===== src/rtl/wstk_pkg.sv =====
`default_nettype none
package wstk_pkg;

  localparam int TOP_K_DEF = 5;

  localparam int ID_W    = 32;
  localparam int BASE_W  = 31;
  localparam int CNT_W   = 16;
  localparam int WGT_W   = 8;
  localparam int PROD_W  = CNT_W + WGT_W;
  localparam int SUM_W   = PROD_W + 2;
  localparam int SCORE_W = 32;

  localparam int IN_DATA_W  = 128;
  localparam int OUT_DATA_W = 64;
  localparam int CFG_IDX_W  = 2;

  localparam logic [WGT_W-1:0] WEIGHT_A_RST = 8'd50;
  localparam logic [WGT_W-1:0] WEIGHT_B_RST = 8'd5;
  localparam logic [WGT_W-1:0] WEIGHT_C_RST = 8'd10;
  localparam logic [WGT_W-1:0] WEIGHT_D_RST = 8'd20;

  typedef enum logic [CFG_IDX_W-1:0] {
    REG_WEIGHT_A = 2'd0,
    REG_WEIGHT_B = 2'd1,
    REG_WEIGHT_C = 2'd2,
    REG_WEIGHT_D = 2'd3
  } reg_idx_t;

  typedef struct packed {
    logic [WGT_W-1:0] a;
    logic [WGT_W-1:0] b;
    logic [WGT_W-1:0] c;
    logic [WGT_W-1:0] d;
  } weights_t;

  typedef struct packed {
    logic               final_rec;
    logic [CNT_W-1:0]   count_d;
    logic [CNT_W-1:0]   count_c;
    logic [CNT_W-1:0]   count_b;
    logic [CNT_W-1:0]   count_a;
    logic [BASE_W-1:0]  base_value;
    logic [ID_W-1:0]    rec_id;
  } rec_in_t;

  // scored record leaving the score pipe
  typedef struct packed {
    logic                      valid;
    logic                      final_rec;
    logic [ID_W-1:0]           id;
    logic signed [SCORE_W-1:0] score;
  } scored_t;

  // record broadcast to every cell
  typedef struct packed {
    logic                      fire;
    logic                      final_rec;
    logic [ID_W-1:0]           id;
    logic signed [SCORE_W-1:0] score;
  } ins_t;

  typedef struct packed {
    logic                      valid;
    logic [ID_W-1:0]           id;
    logic signed [SCORE_W-1:0] score;
  } slot_t;

  typedef struct packed {
    logic                      valid;
    logic                      last;
    logic [ID_W-1:0]           id;
    logic signed [SCORE_W-1:0] score;
  } drain_t;

endpackage
`default_nettype wire


===== src/rtl/wstk_score.sv =====
`default_nettype none
module wstk_score (
  input  wire logic              clk,
  input  wire logic              rst_n,
  input  wire logic              advance,
  input  wire logic              rec_valid,
  input  wire wstk_pkg::rec_in_t rec,
  input  wire wstk_pkg::weights_t weights,
  output wstk_pkg::scored_t      scored
);
  import wstk_pkg::*;

  // stage 1: four products
  logic              s1_valid_r;
  logic              s1_final_r;
  logic [ID_W-1:0]   s1_id_r;
  logic [BASE_W-1:0] s1_base_r;
  logic [PROD_W-1:0] s1_pa_r, s1_pb_r, s1_pc_r, s1_pd_r;

  // stage 2: sum minus base
  scored_t s2_r;
  logic [SUM_W-1:0]   sum;
  logic [SCORE_W-1:0] score_nxt;

  always_comb begin
    sum = SUM_W'(s1_pa_r) + SUM_W'(s1_pb_r) + SUM_W'(s1_pc_r) + SUM_W'(s1_pd_r);
    score_nxt = SCORE_W'(sum) - SCORE_W'(s1_base_r);
  end

  always_ff @(posedge clk) begin
    if (!rst_n) begin
      s1_valid_r   <= 1'b0;
      s2_r.valid   <= 1'b0;
    end else if (advance) begin
      s1_valid_r     <= rec_valid;
      s1_final_r     <= rec.final_rec;
      s1_id_r        <= rec.rec_id;
      s1_base_r      <= rec.base_value;
      s1_pa_r        <= PROD_W'(weights.a) * PROD_W'(rec.count_a);
      s1_pb_r        <= PROD_W'(weights.b) * PROD_W'(rec.count_b);
      s1_pc_r        <= PROD_W'(weights.c) * PROD_W'(rec.count_c);
      s1_pd_r        <= PROD_W'(weights.d) * PROD_W'(rec.count_d);
      s2_r.valid     <= s1_valid_r;
      s2_r.final_rec <= s1_final_r;
      s2_r.id        <= s1_id_r;
      s2_r.score     <= $signed(score_nxt);
    end
  end

  assign scored = s2_r;

endmodule
`default_nettype wire


===== src/rtl/wstk_cell.sv =====
`default_nettype none
module wstk_cell (
  input  wire logic              clk,
  input  wire logic              rst_n,
  input  wire wstk_pkg::ins_t    ins,
  input  wire logic              prev_above,
  input  wire wstk_pkg::slot_t   prev_slot,
  input  wire logic              next_nxt_valid,
  input  wire wstk_pkg::drain_t  next_drain,
  input  wire logic              pop,
  output logic                   above,
  output wstk_pkg::slot_t        slot,
  output wstk_pkg::slot_t        slot_nxt,
  output wstk_pkg::drain_t       drain
);
  import wstk_pkg::*;

  slot_t  slot_r;
  drain_t drain_r;

  // new record ranks above this entry (an empty entry loses to anything)
  always_comb begin
    above = !slot_r.valid || (ins.score > slot_r.score) ||
            ((ins.score == slot_r.score) && (ins.id > slot_r.id));
  end

  // contents after insertion: shift down, take the new record, or keep
  always_comb begin
    if (prev_above) begin
      slot_nxt = prev_slot;
    end else if (above) begin
      slot_nxt.valid = 1'b1;
      slot_nxt.id    = ins.id;
      slot_nxt.score = ins.score;
    end else begin
      slot_nxt = slot_r;
    end
  end

  always_ff @(posedge clk) begin
    if (!rst_n) begin
      slot_r.valid  <= 1'b0;
      drain_r.valid <= 1'b0;
    end else begin
      if (ins.fire) begin
        if (ins.final_rec) begin
          slot_r.valid <= 1'b0;
        end else begin
          slot_r <= slot_nxt;
        end
      end
      if (ins.fire && ins.final_rec) begin
        drain_r.valid <= slot_nxt.valid;
        drain_r.last  <= slot_nxt.valid && !next_nxt_valid;
        drain_r.id    <= slot_nxt.id;
        drain_r.score <= slot_nxt.score;
      end else if (pop) begin
        drain_r <= next_drain;
      end
    end
  end

  assign slot  = slot_r;
  assign drain = drain_r;

endmodule
`default_nettype wire


===== src/rtl/weighted_score_top_k.sv =====
`default_nettype none
// weighted top-k selector: each request carries a record (id, base value, four counts) and is
// scored as weight_a*count_a + weight_b*count_b + weight_c*count_c + weight_d*count_d - base.
// the TOP_K best records (higher score first, larger id on ties) sit in a row of cells that
// insert one record per cycle. the request flagged by in_tlast is inserted too, then the whole
// row is copied into an output row and cleared, and the entries leave best first with out_tlast
// on the worst one. one request is taken per cycle; scoring takes two pipeline stages and a
// ranked run appears once its final request has been inserted. a final request that reaches
// the row while the previous run is still being sent holds the input until that run is gone,
// so a run shorter than the previous run's result count, or a slow sink, costs stall cycles.
// weights may only be written while the block is idle.
module weighted_score_top_k #(
  parameter int TOP_K = wstk_pkg::TOP_K_DEF
) (
  input  wire logic                              clk,
  input  wire logic                              rst_n,
  // request channel
  input  wire logic                              in_tvalid,
  output logic                                   in_tready,
  // rec_id[31:0], base_value[62:32], count_a[78:63], count_b[94:79],
  // count_c[110:95], count_d[126:111], zero pad[127]
  input  wire logic [wstk_pkg::IN_DATA_W-1:0]    in_tdata,
  // final_rec
  input  wire logic                              in_tlast,
  // result channel
  output logic                                   out_tvalid,
  input  wire logic                              out_tready,
  // out_id[31:0], out_score[63:32]
  output logic [wstk_pkg::OUT_DATA_W-1:0]        out_tdata,
  // out_last
  output logic                                   out_tlast,
  // weight writes
  input  wire logic                              cfg_we,
  input  wire logic [wstk_pkg::CFG_IDX_W-1:0]    cfg_index,
  input  wire logic [wstk_pkg::WGT_W-1:0]        cfg_data
);
  import wstk_pkg::*;

  weights_t weights_r;
  rec_in_t  rec;
  scored_t  scored;
  ins_t     ins;
  logic     advance;
  logic     pop;

  slot_t  slot     [TOP_K];
  slot_t  slot_nxt [TOP_K];
  drain_t drain    [TOP_K];
  logic   above    [TOP_K];

  // weight registers
  always_ff @(posedge clk) begin
    if (!rst_n) begin
      weights_r.a <= WEIGHT_A_RST;
      weights_r.b <= WEIGHT_B_RST;
      weights_r.c <= WEIGHT_C_RST;
      weights_r.d <= WEIGHT_D_RST;
    end else if (cfg_we) begin
      unique case (reg_idx_t'(cfg_index))
        REG_WEIGHT_A: weights_r.a <= cfg_data;
        REG_WEIGHT_B: weights_r.b <= cfg_data;
        REG_WEIGHT_C: weights_r.c <= cfg_data;
        REG_WEIGHT_D: weights_r.d <= cfg_data;
        default: ;
      endcase
    end
  end

  // unpack the request, pad bit dropped
  assign rec = rec_in_t'({in_tlast, in_tdata[IN_DATA_W-2:0]});

  // hold everything while a final record waits for the output row to empty
  assign advance   = !(scored.valid && scored.final_rec && drain[0].valid);
  assign in_tready = advance;

  wstk_score u_score (
    .clk       (clk),
    .rst_n     (rst_n),
    .advance   (advance),
    .rec_valid (in_tvalid),
    .rec       (rec),
    .weights   (weights_r),
    .scored    (scored)
  );

  // broadcast to the row
  always_comb begin
    ins.fire      = scored.valid && advance;
    ins.final_rec = scored.final_rec;
    ins.id        = scored.id;
    ins.score     = scored.score;
  end

  assign pop = out_tvalid && out_tready;

  // row of cells, best entry in cell 0; a displaced entry moves to the next cell
  for (genvar i = 0; i < TOP_K; i++) begin : g_cell
    logic   prev_above;
    slot_t  prev_slot;
    logic   next_nxt_valid;
    drain_t next_drain;

    if (i == 0) begin : g_head
      assign prev_above = 1'b0;
      assign prev_slot  = '0;
    end else begin : g_body
      assign prev_above = above[i-1];
      assign prev_slot  = slot[i-1];
    end

    if (i == TOP_K - 1) begin : g_tail
      assign next_nxt_valid = 1'b0;
      assign next_drain     = '0;
    end else begin : g_mid
      assign next_nxt_valid = slot_nxt[i+1].valid;
      assign next_drain     = drain[i+1];
    end

    wstk_cell u_cell (
      .clk            (clk),
      .rst_n          (rst_n),
      .ins            (ins),
      .prev_above     (prev_above),
      .prev_slot      (prev_slot),
      .next_nxt_valid (next_nxt_valid),
      .next_drain     (next_drain),
      .pop            (pop),
      .above          (above[i]),
      .slot           (slot[i]),
      .slot_nxt       (slot_nxt[i]),
      .drain          (drain[i])
    );
  end

  // head of the output row drives the result channel
  assign out_tvalid = drain[0].valid;
  assign out_tdata  = {drain[0].score, drain[0].id};
  assign out_tlast  = drain[0].last;

endmodule
`default_nettype wire

===== config.mk =====
export PLATFORM = sky130hd
export DESIGN_NAME = weighted_score_top_k
export DESIGN_NICKNAME = d
export VERILOG_FILES = /design/src/rtl/wstk_pkg.sv /design/src/rtl/wstk_score.sv /design/src/rtl/wstk_cell.sv /design/src/rtl/weighted_score_top_k.sv
export SDC_FILE = /design/constraint.sdc
export NUM_CORES = 2
export LEC_CHECK = 0
export BUFFER_PORTS_ARGS = -buffer_cell sky130_fd_sc_hd__buf_2
export CORE_ASPECT_RATIO = 1.5
export CORE_MARGIN = 1.5
export CORE_UTILIZATION = 60
export DETAILED_ROUTE_END_ITERATION = 16
export PLACE_DENSITY_LB_ADDON = 0.2
export SYNTH_ARGS = -nofsm -noshare
export SYNTH_HDL_FRONTEND = slang
export SYNTH_SLANG_ARGS = --single-unit

===== constraint.sdc =====
create_clock -name clk -period 30.2 [get_ports clk]
set_input_delay 6.04 -clock clk [delete_from_list [all_inputs] [get_ports clk]]
set_output_delay 6.04 -clock clk [all_outputs]
set_load 0.01 [all_outputs]

# After elaboration in Yosys (flattened, before gate mapping)
# Index checks and enable logic that the tools add are counted.
[word_totals]
regBits = 914
in_bits = 144
out_inout_bits = 67
[op_classes]
addsub = 4
mul = 4
order_cmp = 10
eq_ne = 8
mux = 24
bitwise_logic = 2
n_reduce_logical = 43
[ops]
columns = ["op", "n"]
rows = [
  ["$mux 66", 10],
  ["$mux 65", 9],
  ["$gt 32x32->1", 10],
  ["$eq 32x32->1", 5],
  ["$mul 8x16->24", 4],
  ["$add 26x24->26", 2],
  ["$sub 26x31->32", 1],
  ["$add 24x24->25", 1],
  ["$logic_and 1x1->1", 14],
  ["$reduce_and 2->1", 6],
  ["$logic_not 1->1", 10],
  ["$logic_or 1x1->1", 10],
  ["$mux 1", 5],
  ["$eq 2x2->1 const B", 2],
  ["$reduce_and 3->1", 1],
  ["$eq 2x1->1 const B", 1],
  ["$logic_not 2->1", 1],
  ["$not 1->1", 2],
  ["$reduce_bool 2->1", 1],
]

# Depth between registers and ports, before layout
[depth]
ltp_word = 8
depth_mapped = 33
ltp_nobuf = 33

# Hierarchy
# From an unflattened synthesis, not the netlist that was laid out.
[hier_totals]
hier_cells = 6675
area_unflattened_um2 = 69883.3
[modules_own_cells]
columns = ["module", "instances", "cells_per_inst", "area_each_um2", "seq_area_each_um2"]
rows = [
  ["wstk_cell at g_cell[0].u_cell ...", 4, 802, 8413.1, 3913.8],
  ["wstk_score", 1, 2536, 26525.4, 6796.5],
  ["wstk_cell at g_cell[1].u_cell", 1, 802, 8419.3, 3913.8],
  ["weighted_score_top_k", 1, 129, 1286.2, 640.6],
]

# Least setup slack after synthesis
# Ideal clock, no wire load.
[synth_path]
path_type = "in2reg"
from = "in rst_n"
to = "reg g_cell[0].u_cell.drain_r, in the netlist g_cell[0].u_cell.drain[0], enable pin"
setup_ns = 1.052
t_arrival_ns = 20.691
path_slack_ns = 8.457
stages = 3
n_path_buf = 2
cell_sequence = "clkbuf_1 > clkbuf_1 > nor2b_1"
[synth_between]
elab_chain_cells = 1
[synth_rtl]
columns = ["item", "line_no", "rtl"]
rows = [
  ["from (decl)", "weighted_score_top_k.sv:16", "input wire logic rst_n,"],
  ["$reduce_and 2->1 (no source line)", "n/a", ""],
  ["to (signal assigned)", "wstk_cell.sv:58", "drain_r <= next_drain;"],
  ["to (decl)", "wstk_cell.sv:19", "drain_t drain_r;"],
]
# Every way passes these cells.
# A chain may end at the register's enable or synchronous reset.

# Worst setup path after layout
[layout_path]
from = "in in_tdata[80] (netlist name)"
to = "reg u_score.s1_pb_r[23] (data pin)"
[layout_between]
elab_chain_cells = 1
[layout_rtl]
columns = ["item", "line_no", "rtl"]
rows = [
  ["from (decl)", "weighted_score_top_k.sv:22", "input wire logic [wstk_pkg::IN_DATA_W-1:0] in_tdata,"],
  ["$mul 8x16->24", "wstk_score.sv:40", "s1_pb_r <= PROD_W'(weights.b) * PROD_W'(rec.count_b);"],
  ["to (signal assigned)", "wstk_score.sv:40", ""],
  ["to (decl)", "wstk_score.sv:18", "logic [PROD_W-1:0] s1_pa_r, s1_pb_r, s1_pc_r, s1_pd_r;"],
]
# Every way passes these cells.

==> results by group <==
Status
  – Status: complete, no violations

Yosys
  – Post-synthesis cell area: 0.0655 mm^2
  – Syn nets: 7267
  – Mapped Cells: 6190
  – Post-synthesis cell type count: 79
  – Syn Area/Cell: 10.6 um^2
  – Post-synth EDFFs: 870
  – Largest area contributor in the netlist: edfxtp_1
  – Syn. warnings: 0
  – Sequential area share after synthesis: 41.2%
  – Post-synth top area share: 39.9%
  – Top cells by area, synth: edfxtp_1 (40%), fa_1 (11%), ha_1 (11%), nand2_1 (4.9%), inv_1 (4.6%)
  – Async SR Flop Fraction: 0%
  – #FFs+latches synth: 914
  – Synth Flop Type: edfxtp_1

Layout
  – Share of layout cells above drive strength 1: 9.99%
  – Reg area: 0.0270 mm^2
  – Area Growth Syn to Fin: 7.85%
  – Most common cell after layout, fill and taps aside: edfxtp_1
  – Most frequent cells in the layout: edfxtp_1 (870), nand2_1 (858), inv_1 (796), ha_1 (570), fa_1 (363)
  – Design area: 0.0706 mm^2
  – # fillers: 8674
  – Multi-input logic area: 0.0344 mm^2
  – Layout Nets: 7380

Job
  – Max cap viols: 0

Worst setup path
  – CP required: 30.65 ns
  – Buffers and inverters on the worst path: 3
  – Worst path top cell family by delay: adder cells
  – Crit path kind: in2reg
  – Worst endpoint data arrival time: 10.90 ns
  – R2R Setup Slk: 22.66 ns
  – Sequence of cells on the critical path: buf_2 -> and2_1 -> fa_1 -> fa_1 -> inv_1 -> fa_1 -> fa_1 -> inv_1 -> ha_1 -> o21ai_0 -> a21oi_1 -> o41ai_2 -> o2111ai_1 -> a21oi_1 -> o21ai_1 -> a311oi_1 -> a21oi_1 -> xnor2_1
  – Most used cell, CP: fa_1
  – CP Capture Type: flip-flop
  – CP max-delay cell: fa_1
  – CP Max Fanout: 8
  – Startpoint types: input pin
  – Max incr delay on CP: 0.55 ns

Drt
  – DR WL/cell: 20.3 um
  – Via density: 5.88
  – DRC errors left: 0
  – DRT Pass-1 Iters: 6
  – Iter 0 DRT Violations: 3262
  – ANT nets after route: 0
  – Vias: 45900
  – Final wirelength: 158000 um

Placed design
  – DP HPWL: 113000 um
  – Port bufs: 209
  – Cell Area, Placed: 0.0676 mm^2
  – RD Place Congestion: 0.904

Floorplanning
  – Die Y-Extent: 408 um
  – Ports: 211
  – Core footprint: 0.108 mm^2
  – Die ar.: 0.111 mm^2
  – Starting Density: 60.5%
  – Num rows: 148
  – Chip Width: 273 um

Timing
  – Max transition margin: 23.6%
  – Ratio of final minimum period to clock period: 34.6%
  – Clk_skew: 0.0471 ns
  – RSZ-0062 raised after global routing: false
  – Fmax: 0.0957 GHz
  – Post-Route Setup TNS: 0 ns
  – Final min period: 10.45 ns
  – Endpoints failing setup: 0
  – Slew @ Worst Pin: 1.15 ns
  – Pins Over Slew Limit: 0
  – Fin. Hold Viols: 0

Global route
  – Largest net degree at the start of global routing: 157
  – Initial antenna violation count: 4
  – Vias in the first global route: 47300
  – Total track usage: 28.9%
  – First-pass GRT wire length: 252000 um
  – GRT overflow: 0

Clock network
  – Clk_lat worst skew: 0.71 ns
  – Post-CTS Setup Bufs: 0
  – Clock sink count: 914
  – CTS Buf Count: 91
  – CTS max path bufs: 3
  – CTS tree: yes
  – H-tree levels: 3
  – Hold Buf Count CTS: 0
  – Clock slew at reported path FFs: 0.06 ns
  – Clk Tree Root Cell: clkbuf_16
  – Post-cts resize count: 0

Worst hold path
  – HP Class: reg2reg

Power
  – Worst vdd ir: 0.239 mV
  – Leakage: 30.0 nW
  – Power density over cell area: 93.2 mW/mm^2
[cell usage after synthesis (all sizes together), types with 118 or more instances]
cell type  count
and2         249
a211oi       150
nand2        858
a21o         125
o21ai        222
edfxtp       870
nor2         323
mux2i        201
a21oi        251
fa           363
clkbuf       118
ha           570
inv          796
mux2         193
[final cells by class]
type / instances / share of cell area (%)
multi-input cells: 4256 / 48.8
inverters: 796 / 4.23
repair buffers: 244 / 1.91
clock inverters: 64 / 1.07
clock buffers: 101 / 3.28
diodes: 3 / 0.0106
flip-flops and latches: 914 / 38.2
well taps: 1425 / 2.52
[state kept, by name (all words and copies together) (netlist names)]
name	count
g_cell.u_cell.drain	330
g_cell.u_cell.slot	325
u_score.scored	66
u_score.s1_id_r	32
weights_r	32
u_score.s1_base_r	31
u_score.s1_pa_r	24
u_score.s1_pb_r	24
u_score.s1_pc_r	24
u_score.s1_pd_r	24
u_score.s1_final_r	1
u_score.s1_valid_r	1
[through the flow]
step / hold WS (ns) / util [%] / cells / power (mW) / setup WS [ns]
2_1_floorplan: 0.400 / - / 6190 / 4.41 / 8.46
3_3_place_gp: 0.401 / 62.4 / 7635 / 5.29 / 19.10
3_5_place_dp: 0.406 / 62.4 / 7635 / 5.38 / 19.05
4_1_cts: 0.378 / 65.2 / 7800 / 6.58 / 19.80
5_1_grt: 0.389 / 65.2 / 7800 / 7.05 / 19.35
6_report: 0.386 / 65.2 / 7803 / 6.58 / 19.75
[kinds of logic after synthesis]
| group | Yosys count | share of synthesized area, % |
|---|---|---|
| multiplexers | 394 | 6.40 |
| AO/OA/AOI/OAI | 1000 | 9.86 |
| AND/OR/NAND/NOR | 1794 | 12.4 |
| buffers and inverters | 1020 | 6.30 |
| adder cells (fa/ha/maj) | 933 | 22.0 |
| flip-flops | 914 | 41.2 |
| XOR/XNOR | 135 | 1.81 |
[per-layer routing]
layer / global-route usage [%] / vias up / wire [um]
li1: - / 21600 / -
met3: 2.92 / 373 / 6920
met4: 16.9 / 8 / 9840
met2: 51.3 / 1235 / 82000
met5: 0 / - / 45
met1: 33.5 / 22700 / 59600
[worst paths after layout]
check / from / end / cells after the start
max: in_tdata[80] / u_score.s1_pb_r[23] / 18
min: u_score.s1_id_r[23] / u_score.scored[55] / 0
max reg2reg: u_score.s1_pa_r[0] / u_score.scored[31] / 32
min reg2reg: u_score.s1_id_r[23] / u_score.scored[55] / 0
[power by group]
part,internal [mW],switching (mW)
combinational,1.47,2.16
clock,0.657,0.528
sequential,1.64,0.129
total,3.77,2.82
Note: power is estimated with default switching activity, not from simulation.
